File: src/hdl/swm_pkg.sv
// Shared types and constants for the sliding window maximum filter.
// No dependencies; used by swm_cell and sliding_window_maximum.
package swm_pkg;

  localparam int unsigned SAMPLE_W = 16;
  localparam int unsigned WSIZE_W  = 7;
  localparam int unsigned APB_AW   = 3;
  localparam int unsigned APB_DW   = 32;

  typedef logic signed [SAMPLE_W-1:0] sample_t;
  typedef logic [WSIZE_W-1:0]         wsize_t;

  localparam wsize_t WSIZE_RESET = wsize_t'(3);

  // Register index decoded from the word address bit.
  localparam logic REG_WINDOW_SIZE = 1'b0;

endpackage

File: src/hdl/sliding_window_maximum.sv
// Sliding window maximum filter: top level with APB register, fill tracking and output stage.
// Depends on swm_pkg and swm_cell.
//
// Takes one signed sample per cycle while not stalled and, once
// window_size samples of the current sequence have arrived, returns the
// maximum of the latest window_size samples for every further sample;
// earlier samples return nothing. A sample with sequence_start high opens a
// new sequence. The maximum comes from a row of MAX_WINDOW compare cells: on
// every accepted item cell k takes max(sample, cell k-1), so cell k holds the
// maximum of the last k+1 samples and the result is the new value of cell
// window_size-1. The result appears in the output register in the cycle
// after acceptance; input is stalled only while a result waits in that
// register and the output is stalled. window_size 0 acts as 1 and
// values above MAX_WINDOW act as MAX_WINDOW; change it only while idle.
module sliding_window_maximum #(
  parameter int unsigned MAX_WINDOW = 64
) (
  input  logic                        clk_i,
  input  logic                        rst_ni,
  // sample channel
  input  logic                        in_valid_i,
  output logic                        in_stall_o,
  input  logic signed [15:0]          sample_i,
  input  logic                        sequence_start_i,
  // result channel
  output logic                        out_valid_o,
  input  logic                        out_stall_i,
  output logic signed [15:0]          window_max_o,
  // configuration
  input  logic                        psel,
  input  logic                        penable,
  input  logic                        pwrite,
  input  logic [swm_pkg::APB_AW-1:0]  paddr,
  input  logic [swm_pkg::APB_DW-1:0]  pwdata,
  output logic [swm_pkg::APB_DW-1:0]  prdata,
  output logic                        pready
);

  localparam int unsigned IDX_W  = (MAX_WINDOW > 1) ? $clog2(MAX_WINDOW) : 1;
  localparam int unsigned FILL_W = $clog2(MAX_WINDOW + 1);
  localparam int unsigned CMP_W  = (FILL_W > swm_pkg::WSIZE_W) ? FILL_W : swm_pkg::WSIZE_W;
  localparam logic [CMP_W-1:0] MAXW_C = CMP_W'(MAX_WINDOW);

  // ---------------- configuration ----------------
  swm_pkg::wsize_t wsize_d, wsize_q;
  logic            cfg_wr;

  assign pready = 1'b1;
  assign cfg_wr = psel && penable && pwrite
                  && (paddr[swm_pkg::APB_AW-1] == swm_pkg::REG_WINDOW_SIZE);

  always_comb begin
    wsize_d = wsize_q;
    if (cfg_wr) begin
      wsize_d = pwdata[swm_pkg::WSIZE_W-1:0];
    end
  end

  always_comb begin
    prdata = '0;
    if (paddr[swm_pkg::APB_AW-1] == swm_pkg::REG_WINDOW_SIZE) begin
      prdata = {{(swm_pkg::APB_DW - swm_pkg::WSIZE_W){1'b0}}, wsize_q};
    end
  end

  // effective window, clamped to 1..MAX_WINDOW
  logic [CMP_W-1:0] wsize_ext, win_eff;
  logic [IDX_W-1:0] tap_idx;

  assign wsize_ext = CMP_W'(wsize_q);

  always_comb begin
    win_eff = wsize_ext;
    if (wsize_ext == '0) begin
      win_eff = CMP_W'(1);
    end else if (wsize_ext > MAXW_C) begin
      win_eff = MAXW_C;
    end
  end

  assign tap_idx = IDX_W'(win_eff - CMP_W'(1));

  // ---------------- handshake ----------------
  logic in_acc;
  logic out_valid_d, out_valid_q;

  assign in_stall_o = out_valid_q && out_stall_i;
  assign in_acc     = in_valid_i && !in_stall_o;

  // ---------------- fill count ----------------
  logic [FILL_W-1:0] fill_d, fill_q;

  always_comb begin
    fill_d = fill_q;
    if (in_acc) begin
      if (sequence_start_i) begin
        fill_d = FILL_W'(1);
      end else if (fill_q != FILL_W'(MAX_WINDOW)) begin
        fill_d = fill_q + FILL_W'(1);
      end
    end
  end

  logic produce;
  assign produce = in_acc && (CMP_W'(fill_d) >= win_eff);

  // ---------------- cell row ----------------
  swm_pkg::sample_t cell_max [MAX_WINDOW];

  for (genvar k = 0; k < MAX_WINDOW; k++) begin : g_cell
    swm_pkg::sample_t prev_max;
    if (k == 0) begin : g_head
      assign prev_max = sample_i;
    end else begin : g_link
      assign prev_max = cell_max[k-1];
    end
    swm_cell u_cell (
      .clk_i      (clk_i),
      .shift_i    (in_acc),
      .sample_i   (sample_i),
      .prev_max_i (prev_max),
      .max_o      (cell_max[k])
    );
  end

  // new value of the tap cell, same comparison the cell performs
  swm_pkg::sample_t tap_prev, tap_new;

  always_comb begin
    tap_prev = sample_i;
    if (tap_idx != '0) begin
      tap_prev = cell_max[tap_idx - IDX_W'(1)];
    end
    tap_new = (tap_prev > sample_i) ? tap_prev : sample_i;
  end

  // ---------------- output register ----------------
  swm_pkg::sample_t out_d, out_q;

  always_comb begin
    out_valid_d = out_valid_q && out_stall_i;
    out_d       = out_q;
    if (produce) begin
      out_valid_d = 1'b1;
      out_d       = tap_new;
    end
  end

  always_ff @(posedge clk_i or negedge rst_ni) begin
    if (!rst_ni) begin
      wsize_q     <= swm_pkg::WSIZE_RESET;
      fill_q      <= '0;
      out_valid_q <= 1'b0;
    end else begin
      wsize_q     <= wsize_d;
      fill_q      <= fill_d;
      out_valid_q <= out_valid_d;
    end
  end

  always_ff @(posedge clk_i) begin
    out_q <= out_d;
  end

  assign out_valid_o  = out_valid_q;
  assign window_max_o = out_q;

`ifndef SYNTHESIS
  a_stall_only_when_full: assert property (@(posedge clk_i) disable iff (!rst_ni)
    in_stall_o |-> out_valid_q)
    else $error("input stalled with empty output register");

  a_start_resets_fill: assert property (@(posedge clk_i) disable iff (!rst_ni)
    (in_acc && sequence_start_i) |=> (fill_q == FILL_W'(1)))
    else $error("sequence start did not restart fill count");

  a_result_from_item: assert property (@(posedge clk_i) disable iff (!rst_ni)
    $rose(out_valid_q) |-> $past(in_acc))
    else $error("result appeared without an accepted item");

  a_unit_window: assert property (@(posedge clk_i) disable iff (!rst_ni)
    (in_acc && (win_eff == CMP_W'(1))) |=> (out_valid_q && (out_q == $past(sample_i))))
    else $error("window of one did not return the sample");
`endif

endmodule

File: src/hdl/swm_cell.sv
// One compare cell of the running-maximum chain.
// Depends on swm_pkg for the sample type.
module swm_cell (
  input  logic             clk_i,
  input  logic             shift_i,
  input  swm_pkg::sample_t sample_i,
  input  swm_pkg::sample_t prev_max_i,
  output swm_pkg::sample_t max_o
);

  swm_pkg::sample_t max_d, max_q;

  // Cell k ends up holding the max of sample ages 0..k.
  always_comb begin
    max_d = max_q;
    if (shift_i) begin
      max_d = (prev_max_i > sample_i) ? prev_max_i : sample_i;
    end
  end

  always_ff @(posedge clk_i) begin
    max_q <= max_d;
  end

  assign max_o = max_q;

endmodule
File: config.mk
export PLATFORM = sky130hd
export DESIGN_NAME = sliding_window_maximum
export DESIGN_NICKNAME = d
export VERILOG_FILES = /design/src/hdl/swm_pkg.sv /design/src/hdl/sliding_window_maximum.sv /design/src/hdl/swm_cell.sv
export SDC_FILE = /design/constraint.sdc
export NUM_CORES = 2
export LEC_CHECK = 0
export BUFFER_PORTS_ARGS = -buffer_cell sky130_fd_sc_hd__buf_4
export CAP_MARGIN = 20
export CORE_MARGIN = 2
export CORE_UTILIZATION = 40
export CTS_CLUSTER_DIAMETER = 200
export CTS_CLUSTER_SIZE = 25
export DETAILED_ROUTE_END_ITERATION = 12
export PLACE_DENSITY = 0.59
export SYNTH_ARGS = -nofsm -noshare
export SYNTH_HDL_FRONTEND = slang
export SYNTH_SLANG_ARGS = --single-unit
File: constraint.sdc
create_clock -name clk_i -period 34.8 [get_ports clk_i]
set_input_delay 5.22 -clock clk_i [delete_from_list [all_inputs] [get_ports clk_i]]
set_output_delay 5.22 -clock clk_i [all_outputs]
set_load 0.02 [all_outputs]
## Word-level counts from Yosys, hierarchy flattened

Cells that the tools add are included.

- Register bits: 1055
- Input port bits: 59
- Output and inout port bits: 51
- Logic and storage cells: 225

- Add/subtract/negate cells: 3
- Order comparisons: 67
- Equal/unequal tests: 1
- Mux-type cells: 75
- Bitwise operators: 2
- Reduce and logical (&&, ||, !) cells: 9

Operator list:

| operator | count |
|---|---|
| 16-bit 2-to-1 mux | 67 |
| 16-bit greater-than comparator | 64 |
| 16-bit binary-select mux with 6-bit select | 1 |
| 7-bit 2-to-1 mux | 6 |
| 6-bit by 1-bit subtractor with 6-bit output (second input constant) | 2 |
| 7-bit by 1-bit adder with 7-bit output (second input constant) | 1 |
| 7-bit greater-or-equal comparator | 1 |
| 7-bit greater-or-equal comparator (second input constant) | 1 |
| 7-bit greater-than comparator (second input constant) | 1 |
| 7-bit logical NOT | 1 |
| 7-bit != test (second input constant) | 1 |
| 6-bit inverter with 7-bit output | 1 |
| 1-bit logical AND | 6 |
| 6-bit nonzero test | 1 |
| 1-bit logical NOT | 1 |
| 1-bit 2-to-1 mux | 1 |
| 1-bit inverter | 1 |

## Logic depth before layout (Yosys ltp)

- Depth after elaboration: 12
- Depth in mapped cells: 36

## Cells and area by module

From an unflattened synthesis, not the netlist that was laid out.

- Cell total of the unflattened synthesis: 7438
- Area, all modules: 87238.7 µm²

Modules (own cells, without submodules):

| module | instances | cells an instance | area each (µm²) | sequential area each (µm²) |
|---|---|---|---|---|
| swm_cell (g_cell[0].u_cell ...) | 42 | 94 | 1167.4 | 480.5 |
| swm_cell (g_cell[48].u_cell ...) | 22 | 95 | 1183.6 | 480.5 |
| sliding_window_maximum | 1 | 1400 | 12169.2 | 858.3 |

## Worst setup path before layout

No wires, ideal clock.

- Kind: input to register
- Start: input out_stall_i
- End: register out_q[0] (netlist: window_max_o[0]) (enable)
- Data arrival time: 29.628 ns
- Data required time: 34.405 ns
- Path slack: 4.777 ns
- Stages on the path: 10
- Cell sequence: nand2_1 nand2_1 inv_1 nand4_1 or3_1 a21oi_1 ha_1 nor2b_1 o21ai_0 a21oi_1

- Longest elaborated chain between the ends: 6

RTL lines:

| item | line | RTL |
|---|---|---|
| from (decl) | sliding_window_maximum.sv:27 | `input logic out_stall_i,` |
| 1-bit logical AND | sliding_window_maximum.sv:87 | `assign in_stall_o = out_valid_q && out_stall_i;` |
| 1-bit logical NOT | sliding_window_maximum.sv:88 | `assign in_acc = in_valid_i && !in_stall_o;` |
| 1-bit logical AND | sliding_window_maximum.sv:88 |  |
| named net g_cell[0].u_cell.shift_i | swm_cell.sv:5 | `input logic shift_i,` |
| 7-bit 2-to-1 mux | sliding_window_maximum.sv:95 | `if (in_acc) begin` |
| named net fill_d[5] | sliding_window_maximum.sv:91 | `logic [FILL_W-1:0] fill_d, fill_q;` |
| 7-bit greater-or-equal comparator | sliding_window_maximum.sv:105 | `assign produce = in_acc && (CMP_W'(fill_d) >= win_eff);` |
| 1-bit logical AND | sliding_window_maximum.sv:105 |  |
| named net produce | sliding_window_maximum.sv:104 | `logic produce;` |
| to (signal assigned) | sliding_window_maximum.sv:162 | `out_q <= out_d;` |
| to (decl) | sliding_window_maximum.sv:138 | `swm_pkg::sample_t out_d, out_q;` |

The timed path passes the listed nets, and every way through them passes these cells.
A chain may end at the register's enable or synchronous reset.

## Final worst setup path

- Start: input paddr[2] in the netlist's numbering
- End: output prdata[0] in the netlist's numbering

- Longest elaborated chain between the ends: 1

RTL lines:

| item | line | RTL |
|---|---|---|
| from (decl) | sliding_window_maximum.sv:33 | `input logic [swm_pkg::APB_AW-1:0] paddr,` |
| 7-bit 2-to-1 mux | sliding_window_maximum.sv:61 | `if (paddr[swm_pkg::APB_AW-1] == swm_pkg::REG_WINDOW_SIZE) begin` |
| to (decl) | sliding_window_maximum.sv:35 | `output logic [swm_pkg::APB_DW-1:0] prdata,` |

No other way between the ends.

==> flow_summary.json <==
{
  "status": "finished, final reports clean",
  "regToRegSetupSlack_ps": 24980,
  "wl_per_cell_um": 31.1,
  "slowest_delay_ps": 150,
  "fin_hold_ws_ps": 599,
  "hpwl_mm": 201,
  "grt_max_degree": 171,
  "synth-edff-count": 1040,
  "clock_path_buffers": 3,
  "placed_cells": 9483,
  "syn_area_per_cell_sq_um": 10.8,
  "vias": 62091,
  "numCtsBuffers": 48,
  "hold_viol": 0,
  "min_to": "g_cell[3].u_cell.max_o[10]",
  "setup_tns_ps": 0,
  "core_area_sq_um": 192000,
  "min_path_cells": 1,
  "rr_startpoint": "wsize_ext[2]",
  "gr-total-overflow": 0,
  "die_area_sq_um": 196000,
  "peakVddDrop_mv": 0.0490,
  "fin_nets": 8106,
  "fin_crit_sh_pct": 31.2,
  "hold_buffers": 0,
  "final_common_cell": "edfxtp_1",
  "cts_tree": "built",
  "die_h_um": 443,
  "fin_skew_ps": 39.0,
  "drtPass1Iterations": 9,
  "async_reset_ff_share_pct": 1.42,
  "crit_path_frequent_cell": "buf_4",
  "maxSlewHeadroom_pct": 17.5,
  "rr_endpoint": "window_max_o[14]",
  "drv_cap": 0,
  "fin_ws_ps": 23960,
  "clock.fmax_ghz": 0.0922,
  "preCtsSetupSlack_ps": 23950,
  "syn_inst": 7176,
  "grt_pass1_wl_mm": 425,
  "num_rows": 161,
  "p_per_area_nw_per_um2": 75.2,
  "fin_util_pct": 42.6,
  "drive_gt1_share_pct": 17.7,
  "worstHoldStart": "g_cell[2].u_cell.max_o[10]",
  "synth_flop_cell": "edfxtp_1",
  "crit_arrival_ps": 5620,
  "rsz0062_at_grt": "false",
  "cts_resized": 0,
  "synth_seq_area_share_pct": 41.0,
  "root_buffer": "clkbuf_16",
  "synth_top_area_share_pct": 40.5,
  "tightest_slew_ps": 1230,
  "slew_viol_final": 0,
  "post_synth_and_or_nand_nor_area_fraction_pct": 12.8,
  "reg2reg_depth": 26,
  "drtIter0Drc": 8432,
  "synth_top_family_by_area": "adder cells",
  "synth_area_sq_um": 77100,
  "yosys_register_bits": 1055,
  "synth_compound_area_share_pct": 11.6,
  "grt.total_usage_pct": 29.3,
  "drc_errors": 0,
  "cp-start-kind": "primary input",
  "critPathSlowestCell": "buf_4",
  "ant_nets": 0,
  "clkLatencyLatePin_ps": 720,
  "htree_levels": 2,
  "die_x_um": 443,
  "cts_setup_buffers": 0,
  "start_util_pct": 40.1,
  "muxShareOfSynthArea_pct": 14.7,
  "required_ps": 29580,
  "ys_warn_count": 0,
  "final_cell_mix": "edfxtp_1 (1,040), ha_1 (1,036), mux2_2 (904)",
  "synth-adder-area-share_pct": 16.8,
  "place.gp.congestion": 0.938,
  "grt_pass1_vias": 60171,
  "p_leak_nw": 31.5,
  "vias_per_cell": 6.49,
  "synth_top_area_cell": "edfxtp_1",
  "area_delta_synth_final_pct": 6.00,
  "ys_top_cells_by_area": "edfxtp_1 (40%), ha_1 (17%), mux2_2 (13%)",
  "crit_chain": "buf_4, nor2b_1, buf_4",
  "synthXorXnorAreaFrac_pct": 0.182,
  "worstPathMaxFanout": 8,
  "synth.distinct_cells": 72,
  "setup_viol": 0,
  "fin_cells": 9561,
  "worstSetupPathType": "primary input to output port",
  "cp-end-kind": "output port",
  "clk_pin_slew_ps": 120,
  "fin_crit_ps": 10840,
  "clock_sinks": 1055,
  "port-buffer-count": 56,
  "hp-class": "flip-flop to flip-flop",
  "boundaryPins": 110,
  "antenna_found_initial": 17,
  "drt_wl_total_mm": 297
}
## synthesized netlist by cell type (39+ instances only)
cell type,instances
a2111oi_0,40
nor2_1,186
o22ai_1,56
nand4_1,195
o21a_1,62
inv_1,135
a21o_1,121
nand3_1,331
or3_1,49
nand2b_1,120
ha_1,1036
a31oi_1,116
nor3_1,107
edfxtp_1,1040
a21oi_1,421
nor2b_1,150
nand2_1,831
a211oi_1,39
o21ai_0,310
a221oi_1,51
mux2_2,904
clkbuf_1,379
mux2i_1,95
## kinds of logic after synthesis
group / count (synthesis)
other: 2
and+or+nand+nor: 2052
adders and majority gates: 1036
DFF: 1055
AOI/OAI and AO/OA: 1434
xor gates and xnor gates: 16
muxes: 1008
buffers and inverters: 573
## critical path: cells and delay by family
family / cells / cell delay (ps)
buffers and inverters: 2 / 290
and+or+nand+nor: 1 / 110
## report_power, final
group / internal [W] / switching [W]
Sequential: 0.00193 / 0.000412
Clock: 0.000264 / 0.000452
Combinational: 0.00123 / 0.00186
## through the flow
step	area (sq um)	total power (W)
floorplan	77200	0.00431
global placement	80400	0.00527
detailed placement	80400	0.00534
CTS	81700	0.00605
global route	81800	0.00643
finish	81800	0.00615
## final cells by class
type                    instances  area [sq um]
fillers                     18273        110000
repair buffers                198          1530
diodes                          4          10.0
well taps                    2526          3160
flip-flops and latches       1055         31600
clock inverters                 3          37.5
multi-input cells            5572         43600
clock buffers                  67          1290
inverters                     136           566
## worst max-delay path by stage
stage,from,endpoint,cells past startpoint
after global routing,out_stall_i,in_stall_o,4
after global placement,paddr[2],prdata[2],3
after detailed placement,paddr[2],prdata[0],3
after floorplan,out_stall_i,window_max_o[0],10
after CTS,paddr[2],prdata[0],3
final,paddr[2],prdata[0],3
## per-layer routing
| layer | global-route usage, % | vias to the layer above | wire length [um] |
|---|---|---|---|
| li1 | - | 27062 | - |
| met1 | 38.2 | 30630 | 116000 |
| met2 | 45.4 | 3487 | 131000 |
| met3 | 4.76 | 904 | 28400 |
| met4 | 18.6 | 8 | 22700 |
| met5 | 0 | - | 57 |
## registers in the layout, summed over array words and instances, names as in the netlist
name	cells
g_cell.u_cell.max_o	1024
window_max_o	16
fill_q	7
wsize_ext	7
out_valid_o	1
(Power assumes the default switching activity.)
